[config.mk]
export PLATFORM = sky130hd
export DESIGN_NAME = touch_gesture_to_mouse
export DESIGN_NICKNAME = d
export VERILOG_FILES = /design/src/hw/rtl/tgm_pkg.sv /design/src/hw/rtl/tgm_fifo.sv /design/src/hw/rtl/tgm_front.sv /design/src/hw/rtl/tgm_back.sv /design/src/hw/rtl/touch_gesture_to_mouse.sv
export SDC_FILE = /design/constraint.sdc
export NUM_CORES = 2
export LEC_CHECK = 0
export BUFFER_PORTS_ARGS = -buffer_cell sky130_fd_sc_hd__buf_2
export CORE_MARGIN = 10
export CORE_UTILIZATION = 30
export DETAILED_ROUTE_END_ITERATION = 8
export GPL_TIMING_DRIVEN = 0
export PLACE_DENSITY = 0.49
export SLEW_MARGIN = 10
export SYNTH_ARGS = -nofsm -noshare
export SYNTH_HDL_FRONTEND = slang
export SYNTH_SLANG_ARGS = --single-unit
[constraint.sdc]
create_clock -name clk -period 23.1 [get_ports clk]
set_clock_uncertainty 0.15 [all_clocks]
set_input_delay 1.155 -clock clk [delete_from_list [all_inputs] [get_ports clk]]
set_output_delay 1.155 -clock clk [all_outputs]
set_load 0.005 [all_outputs]
[src/hw/rtl/tgm_pkg.sv]
// Shared types, codes and constants for the touch gesture to mouse block.
package tgm_pkg;

  localparam int SMOOTH_DEPTH_DEF = 4;
  localparam int CMD_Q_DEPTH      = 4;
  localparam int RES_Q_DEPTH      = 4;

  localparam int DELTA_W = 12;
  localparam int POS_W   = 11;
  localparam int TIME_W  = 32;
  localparam int MOVE_W  = 13;
  localparam int DIST_W  = 12;
  localparam int MS_W    = 16;
  localparam int Q_W     = 12;

  // floor(b / 10) = (b * 6554) >> 16 for every b below 4096
  localparam int DIV10_W  = 13;
  localparam int DIV10_SH = 16;
  localparam logic [DIV10_W-1:0] DIV10_MUL = 13'd6554;
  localparam int TENTH_W  = Q_W + DIV10_W - DIV10_SH;

  localparam logic [1:0] OP_PRESS   = 2'd0;
  localparam logic [1:0] OP_MOVE    = 2'd1;
  localparam logic [1:0] OP_RELEASE = 2'd2;

  localparam logic [1:0] BTN_MOVE = 2'd0;
  localparam logic [1:0] BTN_DOWN = 2'd1;
  localparam logic [1:0] BTN_UP   = 2'd2;

  localparam logic [1:0] REG_DRAG_DISTANCE = 2'd0;
  localparam logic [1:0] REG_DRAG_HOLD_MS  = 2'd1;
  localparam logic [1:0] REG_CLICK_MAX_MS  = 2'd2;
  localparam logic [1:0] REG_FAST_GAP_MS   = 2'd3;

  localparam logic [DIST_W-1:0] DRAG_DISTANCE_RST = 12'd10;
  localparam logic [MS_W-1:0]   DRAG_HOLD_MS_RST  = 16'd50;
  localparam logic [MS_W-1:0]   CLICK_MAX_MS_RST  = 16'd300;
  localparam logic [MS_W-1:0]   FAST_GAP_MS_RST   = 16'd50;

  typedef struct packed {
    logic [DIST_W-1:0] drag_distance;
    logic [MS_W-1:0]   drag_hold_ms;
    logic [MS_W-1:0]   click_max_ms;
    logic [MS_W-1:0]   fast_gap_ms;
  } cfg_t;

endpackage

[src/hw/rtl/tgm_fifo.sv]
// Small register-based queue with fill level.
module tgm_fifo #(
  parameter int W     = 8,
  parameter int DEPTH = 4
) (
  input  logic                       clk,
  input  logic                       rst_n,
  input  logic                       push,
  input  logic [W-1:0]               wdata,
  output logic                       full,
  input  logic                       pop,
  output logic [W-1:0]               rdata,
  output logic                       empty,
  output logic [$clog2(DEPTH+1)-1:0] level
);
  localparam int AW = (DEPTH > 1) ? $clog2(DEPTH) : 1;
  localparam int LW = $clog2(DEPTH + 1);
  localparam logic [AW-1:0] LAST_PTR = AW'(DEPTH - 1);

  logic [W-1:0]  mem_r [DEPTH];
  logic [AW-1:0] wr_ptr_r, wr_ptr_nxt;
  logic [AW-1:0] rd_ptr_r, rd_ptr_nxt;
  logic [LW-1:0] level_r, level_nxt;
  logic          do_push;
  logic          do_pop;

  assign full    = (level_r == LW'(DEPTH));
  assign empty   = (level_r == '0);
  assign level   = level_r;
  assign rdata   = mem_r[rd_ptr_r];
  assign do_push = push && !full;
  assign do_pop  = pop && !empty;

  always_comb begin
    wr_ptr_nxt = wr_ptr_r;
    rd_ptr_nxt = rd_ptr_r;
    level_nxt  = level_r;
    if (do_push) begin
      wr_ptr_nxt = (wr_ptr_r == LAST_PTR) ? '0 : wr_ptr_r + 1'b1;
    end
    if (do_pop) begin
      rd_ptr_nxt = (rd_ptr_r == LAST_PTR) ? '0 : rd_ptr_r + 1'b1;
    end
    if (do_push && !do_pop) begin
      level_nxt = level_r + 1'b1;
    end else if (do_pop && !do_push) begin
      level_nxt = level_r - 1'b1;
    end
  end

  always_ff @(posedge clk) begin
    if (!rst_n) begin
      wr_ptr_r <= '0;
      rd_ptr_r <= '0;
      level_r  <= '0;
    end else begin
      wr_ptr_r <= wr_ptr_nxt;
      rd_ptr_r <= rd_ptr_nxt;
      level_r  <= level_nxt;
    end
  end

  always_ff @(posedge clk) begin
    if (do_push) begin
      mem_r[wr_ptr_r] <= wdata;
    end
  end

endmodule

[src/hw/rtl/tgm_front.sv]
// Gesture tracker: classifies touch events, keeps the delta ring and issues commands.
module tgm_front #(
  parameter int SMOOTH_DEPTH = tgm_pkg::SMOOTH_DEPTH_DEF
) (
  input  logic                                   clk,
  input  logic                                   rst_n,
  input  tgm_pkg::cfg_t                          cfg,
  input  logic                                   in_accept,
  input  logic [1:0]                             in_op,
  input  logic [tgm_pkg::POS_W-1:0]              in_pos_x,
  input  logic [tgm_pkg::POS_W-1:0]              in_pos_y,
  input  logic signed [tgm_pkg::DELTA_W-1:0]     in_delta_x,
  input  logic signed [tgm_pkg::DELTA_W-1:0]     in_delta_y,
  input  logic [tgm_pkg::TIME_W-1:0]             in_now_ms,
  output logic                                   cmd_push,
  output logic [2*(tgm_pkg::DELTA_W + $clog2(SMOOTH_DEPTH))+1:0] cmd_data
);
  import tgm_pkg::*;

  localparam int SUM_W = DELTA_W + $clog2(SMOOTH_DEPTH);
  localparam int RP_W  = (SMOOTH_DEPTH > 1) ? $clog2(SMOOTH_DEPTH) : 1;
  localparam logic [RP_W-1:0] RP_LAST = RP_W'(SMOOTH_DEPTH - 1);

  localparam logic [1:0] MODE_IDLE  = 2'd0;
  localparam logic [1:0] MODE_ARMED = 2'd1;
  localparam logic [1:0] MODE_DRAG  = 2'd2;

  logic [1:0]                mode_r, mode_nxt;
  logic [TIME_W-1:0]         press_time_r, press_time_nxt;
  logic [TIME_W-1:0]         last_move_r, last_move_nxt;
  logic [POS_W-1:0]          press_x_r, press_x_nxt;
  logic [POS_W-1:0]          press_y_r, press_y_nxt;
  logic signed [DELTA_W-1:0] ring_x_r [SMOOTH_DEPTH];
  logic signed [DELTA_W-1:0] ring_x_nxt [SMOOTH_DEPTH];
  logic signed [DELTA_W-1:0] ring_y_r [SMOOTH_DEPTH];
  logic signed [DELTA_W-1:0] ring_y_nxt [SMOOTH_DEPTH];
  logic [RP_W-1:0]           ring_pos_r, ring_pos_nxt;
  logic signed [SUM_W-1:0]   sum_x_r, sum_x_nxt;
  logic signed [SUM_W-1:0]   sum_y_r, sum_y_nxt;

  logic [TIME_W-1:0] held;
  logic [TIME_W-1:0] gap;
  logic [POS_W-1:0]  adx;
  logic [POS_W-1:0]  ady;
  logic [DIST_W-1:0] man_dist;
  logic              cmd_click;
  logic              cmd_fast;

  always_comb begin
    held = in_now_ms - press_time_r;
    gap  = in_now_ms - last_move_r;
    adx  = (in_pos_x >= press_x_r) ? in_pos_x - press_x_r : press_x_r - in_pos_x;
    ady  = (in_pos_y >= press_y_r) ? in_pos_y - press_y_r : press_y_r - in_pos_y;
    man_dist = DIST_W'(adx) + DIST_W'(ady);

    mode_nxt       = mode_r;
    press_time_nxt = press_time_r;
    last_move_nxt  = last_move_r;
    press_x_nxt    = press_x_r;
    press_y_nxt    = press_y_r;
    ring_x_nxt     = ring_x_r;
    ring_y_nxt     = ring_y_r;
    ring_pos_nxt   = ring_pos_r;
    sum_x_nxt      = sum_x_r;
    sum_y_nxt      = sum_y_r;
    cmd_push       = 1'b0;
    cmd_click      = 1'b0;
    cmd_fast       = 1'b0;

    if (in_accept) begin
      case (in_op)
        OP_PRESS: begin
          mode_nxt       = MODE_ARMED;
          press_time_nxt = in_now_ms;
          last_move_nxt  = in_now_ms;
          press_x_nxt    = in_pos_x;
          press_y_nxt    = in_pos_y;
          for (int i = 0; i < SMOOTH_DEPTH; i++) begin
            ring_x_nxt[i] = '0;
            ring_y_nxt[i] = '0;
          end
          ring_pos_nxt = '0;
          sum_x_nxt    = '0;
          sum_y_nxt    = '0;
        end
        OP_MOVE: begin
          last_move_nxt = in_now_ms;
          if ((mode_r == MODE_DRAG) ||
              (mode_r == MODE_ARMED && held >= TIME_W'(cfg.drag_hold_ms) &&
               man_dist >= cfg.drag_distance)) begin
            mode_nxt               = MODE_DRAG;
            ring_x_nxt[ring_pos_r] = in_delta_x;
            ring_y_nxt[ring_pos_r] = in_delta_y;
            sum_x_nxt = sum_x_r - SUM_W'(ring_x_r[ring_pos_r]) + SUM_W'(in_delta_x);
            sum_y_nxt = sum_y_r - SUM_W'(ring_y_r[ring_pos_r]) + SUM_W'(in_delta_y);
            ring_pos_nxt = (ring_pos_r == RP_LAST) ? '0 : ring_pos_r + 1'b1;
            cmd_push     = 1'b1;
            cmd_fast     = (gap < TIME_W'(cfg.fast_gap_ms));
          end
        end
        OP_RELEASE: begin
          cmd_click = (mode_r == MODE_ARMED) && (held <= TIME_W'(cfg.click_max_ms)) &&
                      (man_dist < cfg.drag_distance);
          cmd_push       = cmd_click;
          mode_nxt       = MODE_IDLE;
          press_time_nxt = '0;
          last_move_nxt  = '0;
          for (int i = 0; i < SMOOTH_DEPTH; i++) begin
            ring_x_nxt[i] = '0;
            ring_y_nxt[i] = '0;
          end
          ring_pos_nxt = '0;
          sum_x_nxt    = '0;
          sum_y_nxt    = '0;
        end
        default: begin
        end
      endcase
    end
  end

  assign cmd_data = {cmd_click, cmd_fast, sum_x_nxt, sum_y_nxt};

  always_ff @(posedge clk) begin
    if (!rst_n) begin
      mode_r       <= MODE_IDLE;
      press_time_r <= '0;
      last_move_r  <= '0;
      press_x_r    <= '0;
      press_y_r    <= '0;
      for (int i = 0; i < SMOOTH_DEPTH; i++) begin
        ring_x_r[i] <= '0;
        ring_y_r[i] <= '0;
      end
      ring_pos_r <= '0;
      sum_x_r    <= '0;
      sum_y_r    <= '0;
    end else begin
      mode_r       <= mode_nxt;
      press_time_r <= press_time_nxt;
      last_move_r  <= last_move_nxt;
      press_x_r    <= press_x_nxt;
      press_y_r    <= press_y_nxt;
      ring_x_r     <= ring_x_nxt;
      ring_y_r     <= ring_y_nxt;
      ring_pos_r   <= ring_pos_nxt;
      sum_x_r      <= sum_x_nxt;
      sum_y_r      <= sum_y_nxt;
    end
  end

endmodule

[src/hw/rtl/tgm_back.sv]
// Report engine: averages and boosts deltas, queues reports and sequences click beats.
module tgm_back #(
  parameter int SMOOTH_DEPTH = tgm_pkg::SMOOTH_DEPTH_DEF
) (
  input  logic                                   clk,
  input  logic                                   rst_n,
  input  logic                                   cmd_empty,
  input  logic [2*(tgm_pkg::DELTA_W + $clog2(SMOOTH_DEPTH))+1:0] cmd_rdata,
  output logic                                   cmd_pop,
  output logic                                   empty,
  input  logic                                   pop,
  output logic signed [tgm_pkg::MOVE_W-1:0]      out_move_x,
  output logic signed [tgm_pkg::MOVE_W-1:0]      out_move_y,
  output logic [1:0]                             out_button,
  output logic                                   out_last
);
  import tgm_pkg::*;

  localparam int SUM_W = DELTA_W + $clog2(SMOOTH_DEPTH);
  localparam int CMD_W = 2 * SUM_W + 2;
  localparam int K_W   = SUM_W + $clog2(SMOOTH_DEPTH);
  localparam int MUL_W = K_W + 1;
  localparam int P1_W  = SUM_W + MUL_W;
  localparam int RECIP = ((1 << K_W) + SMOOTH_DEPTH - 1) / SMOOTH_DEPTH;
  localparam logic [MUL_W-1:0] RECIP_V = MUL_W'(RECIP);
  localparam int P2_W  = Q_W + DIV10_W;
  localparam int RES_W = 2 * MOVE_W + 1;
  localparam int RL_W  = $clog2(RES_Q_DEPTH + 1);

  logic                    c_click;
  logic                    c_fast;
  logic signed [SUM_W-1:0] c_sx;
  logic signed [SUM_W-1:0] c_sy;
  logic [SUM_W-1:0]        c_mx;
  logic [SUM_W-1:0]        c_my;
  logic                    room;

  logic              v1_r, v1_nxt;
  logic              click1_r, fast1_r, sgnx1_r, sgny1_r;
  logic [P1_W-1:0]   p1x_r, p1x_nxt;
  logic [P1_W-1:0]   p1y_r, p1y_nxt;

  logic [Q_W-1:0]    q_x;
  logic [Q_W-1:0]    q_y;
  logic              v2_r, v2_nxt;
  logic              click2_r, fast2_r, sgnx2_r, sgny2_r;
  logic [Q_W-1:0]    q2x_r, q2y_r;
  logic [P2_W-1:0]   p2x_r, p2x_nxt;
  logic [P2_W-1:0]   p2y_r, p2y_nxt;

  logic [MOVE_W-1:0] r_x;
  logic [MOVE_W-1:0] r_y;
  logic [MOVE_W-1:0] m_x;
  logic [MOVE_W-1:0] m_y;
  logic [RES_W-1:0]  res_wdata;
  logic [RES_W-1:0]  res_rdata;
  logic [RL_W-1:0]   res_level;
  logic              res_pop;
  logic              head_click;
  logic              phase_r, phase_nxt;

  assign c_click = cmd_rdata[CMD_W-1];
  assign c_fast  = cmd_rdata[CMD_W-2];
  assign c_sx    = signed'(cmd_rdata[2*SUM_W-1:SUM_W]);
  assign c_sy    = signed'(cmd_rdata[SUM_W-1:0]);
  assign c_mx    = c_sx[SUM_W-1] ? SUM_W'(-c_sx) : SUM_W'(c_sx);
  assign c_my    = c_sy[SUM_W-1] ? SUM_W'(-c_sy) : SUM_W'(c_sy);

  // reserve result queue space for every report still in the pipeline
  assign room    = ((RL_W+1)'(res_level) + (RL_W+1)'(v1_r) + (RL_W+1)'(v2_r)) <
                   (RL_W+1)'(RES_Q_DEPTH);
  assign cmd_pop = !cmd_empty && room;

  always_comb begin
    v1_nxt  = cmd_pop;
    p1x_nxt = {{MUL_W{1'b0}}, c_mx} * {{SUM_W{1'b0}}, RECIP_V};
    p1y_nxt = {{MUL_W{1'b0}}, c_my} * {{SUM_W{1'b0}}, RECIP_V};
  end

  always_comb begin
    q_x     = p1x_r[K_W +: Q_W];
    q_y     = p1y_r[K_W +: Q_W];
    v2_nxt  = v1_r && (click1_r || q_x != '0 || q_y != '0);
    p2x_nxt = {{DIV10_W{1'b0}}, q_x} * {{Q_W{1'b0}}, DIV10_MUL};
    p2y_nxt = {{DIV10_W{1'b0}}, q_y} * {{Q_W{1'b0}}, DIV10_MUL};
  end

  always_comb begin
    r_x = MOVE_W'(q2x_r);
    r_y = MOVE_W'(q2y_r);
    if (fast2_r) begin
      r_x = MOVE_W'(q2x_r) + MOVE_W'(p2x_r[DIV10_SH +: TENTH_W]);
      r_y = MOVE_W'(q2y_r) + MOVE_W'(p2y_r[DIV10_SH +: TENTH_W]);
    end
    m_x = sgnx2_r ? -r_x : r_x;
    m_y = sgny2_r ? -r_y : r_y;
    if (click2_r) begin
      m_x = '0;
      m_y = '0;
    end
    res_wdata = {click2_r, m_x, m_y};
  end

  always_ff @(posedge clk) begin
    if (!rst_n) begin
      v1_r <= 1'b0;
      v2_r <= 1'b0;
    end else begin
      v1_r <= v1_nxt;
      v2_r <= v2_nxt;
    end
  end

  always_ff @(posedge clk) begin
    click1_r <= c_click;
    fast1_r  <= c_fast;
    sgnx1_r  <= c_sx[SUM_W-1];
    sgny1_r  <= c_sy[SUM_W-1];
    p1x_r    <= p1x_nxt;
    p1y_r    <= p1y_nxt;
    click2_r <= click1_r;
    fast2_r  <= fast1_r;
    sgnx2_r  <= sgnx1_r;
    sgny2_r  <= sgny1_r;
    q2x_r    <= q_x;
    q2y_r    <= q_y;
    p2x_r    <= p2x_nxt;
    p2y_r    <= p2y_nxt;
  end

  tgm_fifo #(
    .W     (RES_W),
    .DEPTH (RES_Q_DEPTH)
  ) u_res_q (
    .clk   (clk),
    .rst_n (rst_n),
    .push  (v2_r),
    .wdata (res_wdata),
    .full  (),
    .pop   (res_pop),
    .rdata (res_rdata),
    .empty (empty),
    .level (res_level)
  );

  // a click entry leaves as two beats: button down, then button up
  assign head_click = res_rdata[RES_W-1];
  assign res_pop    = pop && !empty && (!head_click || phase_r);
  assign out_move_x = signed'(res_rdata[2*MOVE_W-1:MOVE_W]);
  assign out_move_y = signed'(res_rdata[MOVE_W-1:0]);
  assign out_button = head_click ? (phase_r ? BTN_UP : BTN_DOWN) : BTN_MOVE;
  assign out_last   = !head_click || phase_r;

  always_comb begin
    phase_nxt = phase_r;
    if (pop && !empty && head_click) begin
      phase_nxt = !phase_r;
    end
  end

  always_ff @(posedge clk) begin
    if (!rst_n) begin
      phase_r <= 1'b0;
    end else begin
      phase_r <= phase_nxt;
    end
  end

endmodule

[src/hw/rtl/touch_gesture_to_mouse.sv]
// Top level: configuration registers, gesture tracker, command queue and report engine.
//
//   channel   direction  handshake            beat
//   input     in         push / full          op, pos, delta, timestamp of one touch event
//   result    out        empty / pop          one mouse report (move, button down, button up)
//   config    cfg        psel/penable/pready  one 32-bit register write or read
//
// Touch events are taken one per cycle while the command queue has room; the gesture
// tracker updates its state in the accept cycle. The report engine has a two-stage
// multiply pipeline ahead of the result queue; a click's two beats come from one
// queue entry and its press gives none; events enter while older ones are in flight.
// Reset is synchronous; it empties both queues and restores register defaults.
// A stalled result side fills the result queue, then the command queue, then raises full.
module touch_gesture_to_mouse #(
  parameter int SMOOTH_DEPTH = tgm_pkg::SMOOTH_DEPTH_DEF
) (
  input  logic                               clk,
  input  logic                               rst_n,
  input  logic                               push,
  output logic                               full,
  input  logic [1:0]                         in_op,
  input  logic [tgm_pkg::POS_W-1:0]          in_pos_x,
  input  logic [tgm_pkg::POS_W-1:0]          in_pos_y,
  input  logic signed [tgm_pkg::DELTA_W-1:0] in_delta_x,
  input  logic signed [tgm_pkg::DELTA_W-1:0] in_delta_y,
  input  logic [tgm_pkg::TIME_W-1:0]         in_now_ms,
  output logic                               empty,
  input  logic                               pop,
  output logic signed [tgm_pkg::MOVE_W-1:0]  out_move_x,
  output logic signed [tgm_pkg::MOVE_W-1:0]  out_move_y,
  output logic [1:0]                         out_button,
  output logic                               out_last,
  input  logic                               psel,
  input  logic                               penable,
  input  logic                               pwrite,
  input  logic [3:0]                         paddr,
  input  logic [31:0]                        pwdata,
  output logic [31:0]                        prdata,
  output logic                               pready
);
  import tgm_pkg::*;

  localparam int SUM_W = DELTA_W + $clog2(SMOOTH_DEPTH);
  localparam int CMD_W = 2 * SUM_W + 2;

  cfg_t             cfg_r, cfg_nxt;
  logic             cfg_wr;
  logic [1:0]       cfg_idx;
  logic             in_accept;
  logic             cmd_push;
  logic [CMD_W-1:0] cmd_wdata;
  logic             cmd_pop;
  logic [CMD_W-1:0] cmd_rdata;
  logic             cmd_empty;

  assign pready  = 1'b1;
  assign cfg_wr  = psel && penable && pwrite;
  assign cfg_idx = paddr[3:2];

  always_comb begin
    cfg_nxt = cfg_r;
    if (cfg_wr) begin
      case (cfg_idx)
        REG_DRAG_DISTANCE: cfg_nxt.drag_distance = pwdata[DIST_W-1:0];
        REG_DRAG_HOLD_MS:  cfg_nxt.drag_hold_ms  = pwdata[MS_W-1:0];
        REG_CLICK_MAX_MS:  cfg_nxt.click_max_ms  = pwdata[MS_W-1:0];
        REG_FAST_GAP_MS:   cfg_nxt.fast_gap_ms   = pwdata[MS_W-1:0];
        default: begin
        end
      endcase
    end
  end

  always_comb begin
    case (cfg_idx)
      REG_DRAG_DISTANCE: prdata = 32'(cfg_r.drag_distance);
      REG_DRAG_HOLD_MS:  prdata = 32'(cfg_r.drag_hold_ms);
      REG_CLICK_MAX_MS:  prdata = 32'(cfg_r.click_max_ms);
      REG_FAST_GAP_MS:   prdata = 32'(cfg_r.fast_gap_ms);
      default:           prdata = '0;
    endcase
  end

  always_ff @(posedge clk) begin
    if (!rst_n) begin
      cfg_r.drag_distance <= DRAG_DISTANCE_RST;
      cfg_r.drag_hold_ms  <= DRAG_HOLD_MS_RST;
      cfg_r.click_max_ms  <= CLICK_MAX_MS_RST;
      cfg_r.fast_gap_ms   <= FAST_GAP_MS_RST;
    end else begin
      cfg_r <= cfg_nxt;
    end
  end

  assign in_accept = push && !full;

  tgm_front #(
    .SMOOTH_DEPTH (SMOOTH_DEPTH)
  ) u_front (
    .clk        (clk),
    .rst_n      (rst_n),
    .cfg        (cfg_r),
    .in_accept  (in_accept),
    .in_op      (in_op),
    .in_pos_x   (in_pos_x),
    .in_pos_y   (in_pos_y),
    .in_delta_x (in_delta_x),
    .in_delta_y (in_delta_y),
    .in_now_ms  (in_now_ms),
    .cmd_push   (cmd_push),
    .cmd_data   (cmd_wdata)
  );

  tgm_fifo #(
    .W     (CMD_W),
    .DEPTH (CMD_Q_DEPTH)
  ) u_cmd_q (
    .clk   (clk),
    .rst_n (rst_n),
    .push  (cmd_push),
    .wdata (cmd_wdata),
    .full  (full),
    .pop   (cmd_pop),
    .rdata (cmd_rdata),
    .empty (cmd_empty),
    .level ()
  );

  tgm_back #(
    .SMOOTH_DEPTH (SMOOTH_DEPTH)
  ) u_back (
    .clk        (clk),
    .rst_n      (rst_n),
    .cmd_empty  (cmd_empty),
    .cmd_rdata  (cmd_rdata),
    .cmd_pop    (cmd_pop),
    .empty      (empty),
    .pop        (pop),
    .out_move_x (out_move_x),
    .out_move_y (out_move_y),
    .out_button (out_button),
    .out_last   (out_last)
  );

endmodule

## Yosys cells after proc, flatten, opt, wreduce, memory -nomap -nowiden

Memories as Yosys holds them, arrays and structs flattened. A register that Yosys moved wholly into a read port is not among the register bits.
Cells that the tools add are included.

| storage, ports and cells | value |
|---|---|
| bits in registers | 399 |
| memory bits (writable) | 228 |
| bits of input ports | 123 |
| output and inout port bits | 64 |
| logic and storage cells | 225 |
| memories | 2 |

| cells by class | value |
|---|---|
| $add $sub $neg | 28 |
| multiply operators | 2 |
| order comparisons | 10 |
| equal/unequal tests | 15 |
| muxes and demuxes | 64 |
| bitwise operators | 1 |
| reductions and logical operators | 58 |

Memory list:

| memory | words | bits a word | rd ports | clocked after Yosys merged registers in | wr ports | RTL line | text |
|---|---|---|---|---|---|---|---|
| u_cmd_q.mem_r | 4 | 30 | 1 | 1 | 1 | tgm_fifo.sv:20 | `logic [W-1:0] mem_r [DEPTH];` |
| u_back.u_res_q.mem_r | 4 | 27 | 1 | 1 | 1 | tgm_fifo.sv:20 |  |

Operators by type and width:

| operator | number |
|---|---|
| $pmux W48 S2 | 2 |
| $pmux W32 S2 | 2 |
| $pmux W32 S4 | 1 |
| $mux W13 | 8 |
| $bwmux W48 | 2 |
| $mux W48 | 2 |
| $sub A32 B32 Y32 | 2 |
| $mux W12 | 5 |
| $mux W14 | 4 |
| $pmux W14 S2 | 2 |
| $bmux W12 S2 | 2 |
| $mul A12 B12 Y24 const B | 2 |
| $sub A11 B11 Y11 | 4 |
| $ge A32 B16 Y1 | 1 |
| $le A32 B16 Y1 | 1 |
| $lt A32 B16 Y1 | 1 |
| $add A14 B12 Y14 | 2 |
| $neg A14 Y14 | 2 |
| $sub A14 B12 Y14 | 2 |
| $add A12 B9 Y13 | 2 |
| $mux W2 | 13 |
| $neg A13 Y13 | 2 |
| $demux W12 S2 | 1 |
| $reduce_bool A12 Y1 | 2 |
| other kinds (33) | 111 |

## Logic depth before layout (Yosys ltp)

| logic depth | value |
|---|---|
| depth after elaboration | 14 |
| gate-level depth with buffers | 41 |
| mapped depth without buffers | 39 |

## Modules after synthesis

From an unflattened synthesis, not the netlist that was laid out.

| unflattened totals | value |
|---|---|
| cells, all modules | 3998 |
| area total of the unflattened synthesis | 39710.6 um2 |

By module, submodules not included:

| module | times used | cells an instance | area an instance (um2) | seq. area each (um2) |
|---|---|---|---|---|
| tgm_front | 1 | 2360 | 18522.8 | 4284.1 |
| tgm_back | 1 | 963 | 9105.0 | 1541.5 |
| tgm_fifo at u_cmd_q | 1 | 207 | 4819.6 | 3783.6 |
| tgm_fifo at u_back.u_res_q | 1 | 192 | 4424.2 | 3423.3 |
| touch_gesture_to_mouse | 1 | 276 | 2839.0 | 1201.2 |

## Worst setup path before layout

No wires, ideal clock.

| path | value |
|---|---|
| path kind | input -> register |
| from | input port in_pos_x[1] (netlist name) |
| to | register u_cmd_q.level_r[2] (netlist: u_cmd_q.level[2]) |
| library setup time | 0.070 ns |
| data arrival time | 8.819 ns |
| required time | 22.880 ns |
| slack | 14.061 ns |
| cell stages on the path | 39 |
| path buffers | 2 |
| path through | inv_1 -> ha_1 -> nor2b_1 -> o21ai_0 -> a21boi_0 -> o21ai_0 -> a31oi_1 -> o41ai_1 -> clkbuf_1 -> mux2_2 -> ha_1 -> a21o_1 -> a21oi_1 -> o21bai_1 -> a21oi_1 -> nor2b_1 -> o21a_1 -> o21ai_0 -> (+3 left out) -> o21ai_0 -> nand2b_1 -> ha_1 -> nand4_1 -> or2_2 -> o221ai_1 -> o21ai_0 -> nand2_1 -> o31ai_4 -> or2_0 -> buf_2 -> a21oi_1 -> ha_1 -> inv_1 -> fa_1 -> xor2_1 -> or3_1 -> a21oi_1 |

| on the way | value |
|---|---|
| longest elaborated chain between the ends | 13 |
| elaborated cells between the ends (all ways) | 19 |
| those cells by class | add/sub: 3; order compare: 3; mux: 5; reduce/logical: 8 |

Ends and longest elaborated chain:

| element | RTL line | text |
|---|---|---|
| from (decl) | touch_gesture_to_mouse.sv:22 | `input logic [tgm_pkg::POS_W-1:0] in_pos_x,` |
| $sub A11 B11 Y11 / $ge A11 B11 Y1 (equally long branches) | tgm_front.sv:52 | `adx = (in_pos_x >= press_x_r) ? in_pos_x - press_x_r : press_x_r - in_pos_x;` |
| $mux W11 * | tgm_front.sv:52 |  |
| $add A11 B11 Y12 * | tgm_front.sv:54 | `man_dist = DIST_W'(adx) + DIST_W'(ady);` |
| $ge A12 B12 Y1 | tgm_front.sv:90 | `man_dist >= cfg.drag_distance)) begin` |
| $logic_and A1 B1 Y1 | tgm_front.sv:89 | `(mode_r == MODE_ARMED && held >= TIME_W'(cfg.drag_hold_ms) &&` |
| $logic_or A1 B1 Y1 | tgm_front.sv:88 | `if ((mode_r == MODE_DRAG) \|\|` |
| $mux W1 | tgm_front.sv:88 |  |
| $pmux W1 S2 * | tgm_front.sv:71 | `case (in_op)` |
| $mux W1 * | tgm_front.sv:70 | `if (in_accept) begin` |
| $logic_and A1 B1 Y1 * | tgm_fifo.sv:31 | `assign do_push = push && !full;` |
| net u_cmd_q.do_push | tgm_fifo.sv:24 | `logic do_push;` |
| $logic_not A1 Y1 | tgm_fifo.sv:46 | `end else if (do_pop && !do_push) begin` |
| $logic_and A1 B1 Y1 | tgm_fifo.sv:46 |  |
| $reduce_bool A2 Y1 (no line) | -- |  |
| to (signal assigned) | tgm_fifo.sv:59 | `level_r <= level_nxt;` |
| to (decl) | tgm_fifo.sv:23 | `logic [LW-1:0] level_r, level_nxt;` |

The timed path passes the listed nets; every way through them passes the cells marked *.
A chain may end at the register's enable or synchronous reset.

## Worst setup path in the final report

| path | value |
|---|---|
| from | input port in_pos_y[1] (netlist name) |
| to | register u_cmd_q.level_r[2] (netlist: u_cmd_q.level[2]) |

| on the way | value |
|---|---|
| longest elaborated chain between the ends | 13 |
| elaborated cells between the ends (all ways) | 19 |
| those cells by class | add/sub: 3; order compare: 3; mux: 5; reduce/logical: 8 |

Ends and longest elaborated chain:

| element | RTL line | text |
|---|---|---|
| from (decl) | touch_gesture_to_mouse.sv:23 | `input logic [tgm_pkg::POS_W-1:0] in_pos_y,` |
| $sub A11 B11 Y11 / $ge A11 B11 Y1 (equally long branches) | tgm_front.sv:53 | `ady = (in_pos_y >= press_y_r) ? in_pos_y - press_y_r : press_y_r - in_pos_y;` |
| $mux W11 * | tgm_front.sv:53 |  |
| $add A11 B11 Y12 * | tgm_front.sv:54 |  |
| $ge A12 B12 Y1 | tgm_front.sv:90 |  |
| $logic_and A1 B1 Y1 | tgm_front.sv:89 |  |
| $logic_or A1 B1 Y1 | tgm_front.sv:88 |  |
| $mux W1 | tgm_front.sv:88 |  |
| $pmux W1 S2 * | tgm_front.sv:71 |  |
| $mux W1 * | tgm_front.sv:70 |  |
| $logic_and A1 B1 Y1 * | tgm_fifo.sv:31 |  |
| net u_cmd_q.do_push | tgm_fifo.sv:24 |  |
| $logic_not A1 Y1 | tgm_fifo.sv:46 |  |
| $logic_and A1 B1 Y1 | tgm_fifo.sv:46 |  |
| $reduce_bool A2 Y1 (no line) | -- |  |

Marks and branches as above.

==> out/metrics.cfg <==
[timing]
finalCritPeriodShare_pct=43.2
finalSetupViolations=0
rsz0062_at_grt=false
finalSetupTns_ns=0
report.final.slew_viol_count=0
hold_viol=0
max-slew-margin-rel_pct=11.0
worst_slew_pin_slew_ns=1.32
clock.fmax_mhz=100
fin_crit_ns=9.98

[worst_setup_path]
cp_max_fo=10
crit_required_ns=23.49
critical_path_class=input pin to register
worst-path-buf-inv=5
cpPeakStageDelay_ns=1.00
crit_family=compound AO/OA/AOI/OAI gates
r2r_slack_ns=13.51
slowest_stage=o31ai_1
end_kind=register
startpoint_type=input pin
cp.arrival_ns=10.38
crit_top_cell=a21oi_1

[global_route]
grt_use_met1_pct=20.2
track_usage_pct=14.1
antenna_found_initial=25
grt_max_degree=28
grt_util_met2_pct=21.8
grt_pass1_vias=26900
grt_pass1_wl_mm=157
grt.busiest_layer=met2
grt-ovfl-total=0
gr-usage-met3_pct=2.09

[power_and_ir_drop]
peakVddDrop_uv=151
p_per_area_nw_per_um2=129
p_leak_nw=17.9

[clock_network]
cts_hold_buf=0
cts-root-buf=clkbuf_16
cts_resized=0
cts_made_buffers=72
cts.clk_slew.worst_paths_ns=0.06
clock_latency_ns=0.66
clock_sinks=597
htree_levels=3
cts_setup_buffers=0
clk_path_buf_depth=3
cts_tree=built

[detailed_routing]
antenna_left=0
drc=0
first_pass_iters=6
vias=27000
drt-initial-drc-count=1507
drt-total-wl_mm=100
routed_via_density=4.76
wl_per_cell_um=17.7

[synthesis]
synth_warnings=0
post-synth-top-area-cell=dfxtp_1
yosysUniqueCellTypes=86
synthTopCellsByArea=dfxtp_1 (20%), edfxtp_1 (18%), ha_1 (14%), fa_1 (6.0%), mux4_2 (5.2%)
synth-seq-area-share_pct=37.7
synth_top_flop_cell=dfxtp_1
synth_cells=3697
avgSynthCellArea_sq_um=10.2
syn-cell-area_sq_um=37700
async_flop_share_pct=0
synth_most_common_cell=inv_1
synth-edff-count=228
ys_ff_latch=597
synth_top_area_share_pct=19.6
yosys-top-cells-count=inv_1 (504), ha_1 (428), dfxtp_1 (369)

[finish]
layout-drive-gt1-share_pct=10.9
design_area_sq_um=43200
area_growth_pct=14.3
final_net_count=4604

[placement]
place.gp.congestion=0.850
place_hpwl_mm=78.4
dpl-instance-area_sq_um=40700
portBuffers=150

[floorplanning]
rows=130
start_util_pct=30.1
dieArea_sq_um=140000
die_w_um=375
ioPinCount=187
core_sq_um=125000
die_h_um=375

[outcome]
run_status=finished clean

[flow_run]
max_cap_violations=0

[min_path]
min_path_type=register to register

[cells in the final DEF (no fill, tap or decap), drive strengths merged, types with 96 or more instances in the layout]
cell | Yosys | routed
a22o | 123 | 123
edfxtp | 228 | 228
dfxtp | 369 | 369
nor2 | 199 | 199
clkbuf | 88 | 186
inv | 504 | 507
o21ai | 101 | 101
a21oi | 230 | 230
xnor2 | 96 | 96
fa | 113 | 113
ha | 428 | 428
buf | 58 | 212
nand2 | 301 | 301
[path summary, 6_finish.rpt]
kind / start / to / cells after the start
worst max-delay path: in_pos_y[1] / u_cmd_q.level[2]$_SDFFE_PN0P_ / 41
worst min-delay path: u_back.fast1_r$_DFF_P_ / u_back.fast2_r$_DFF_P_ / 0
worst max register to register: u_front.press_y_r[1]$_SDFFE_PN0P_ / u_cmd_q.level[2]$_SDFFE_PN0P_ / 39
worst min register to register: u_back.fast1_r$_DFF_P_ / u_back.fast2_r$_DFF_P_ / 0
[per-layer routing]
metal  wire [um]  up-vias
li1            -    13400
met1       49600    12900
met2       44200      501
met3        4350      134
met4        2200        4
met5          32        -
[worst register-to-register path, delay by kind of cell, from the launching register on]
kind / cells / cell delay [ns]
AOI/OAI and AO/OA: 18 / 4.31
and+or+nand+nor: 11 / 1.74
adders and majority gates: 5 / 1.61
buffers and inverters: 3 / 0.71
muxes: 1 / 0.43
DFF: 1 / 0.35
xor gates and xnor gates: 1 / 0.18
[cells by family (layout without fill, tap and decap cells)]
group,count (synthesis),count (layout),synth area share [%]
compound gates,764,764,14.1
mux,135,135,6.50
fa+ha+maj,541,541,20.2
simple gates,846,846,10.7
buf+inv,650,936,7.05
other cells,2,28,0.0199
flops,597,597,37.7
xor+xnor,162,162,3.76
[stage by stage]
stage	hold slack, ns	total power, mW	setup slack [ns]	utilization, %	instances
after floorplan	0.160	3.67	14.06	-	3712
after global placement	0.163	4.47	11.82	32.4	5512
after detailed placement	0.170	4.49	12.62	32.5	5516
after CTS	0.184	5.70	13.22	34.4	5648
after global routing	0.196	6.20	12.33	34.4	5656
final	0.185	5.57	13.12	34.5	5659
[where the power goes]
part	internal, mW	switching [mW]	total [mW]	leakage, nW
logic	1.34	1.71	3.05	11.6
clock network	0.673	0.482	1.15	1.17
registers	1.27	0.104	1.37	5.11
[layout make-up]
cell class / count / area [sq um]
Sequential cell: 597 / 14200
Multi-Input combinational cell: 2465 / 20900
Inverter: 504 / 1890
Buffer: 146 / 767
Tap cell: 1650 / 2060
Antenna cell: 11 / 27.5
Clock inverter: 34 / 455
Clock buffer: 98 / 1960
Fill cell: 12800 / 82100
Timing Repair Buffer: 154 / 831
[registers in the layout, indices dropped and copies added (netlist names), 14 cells and up, named ones only]
register,flops
cfg_r,60
u_back.u_res_q.mem_r,108
u_cmd_q.mem_r,120
u_front.last_move_r,32
u_front.press_time_r,32
u_front.ring_x_r,48
u_front.ring_y_r,48
u_front.sum_x_r,14
u_front.sum_y_r,14
No activity file was read; power rests on OpenSTA's default activity.
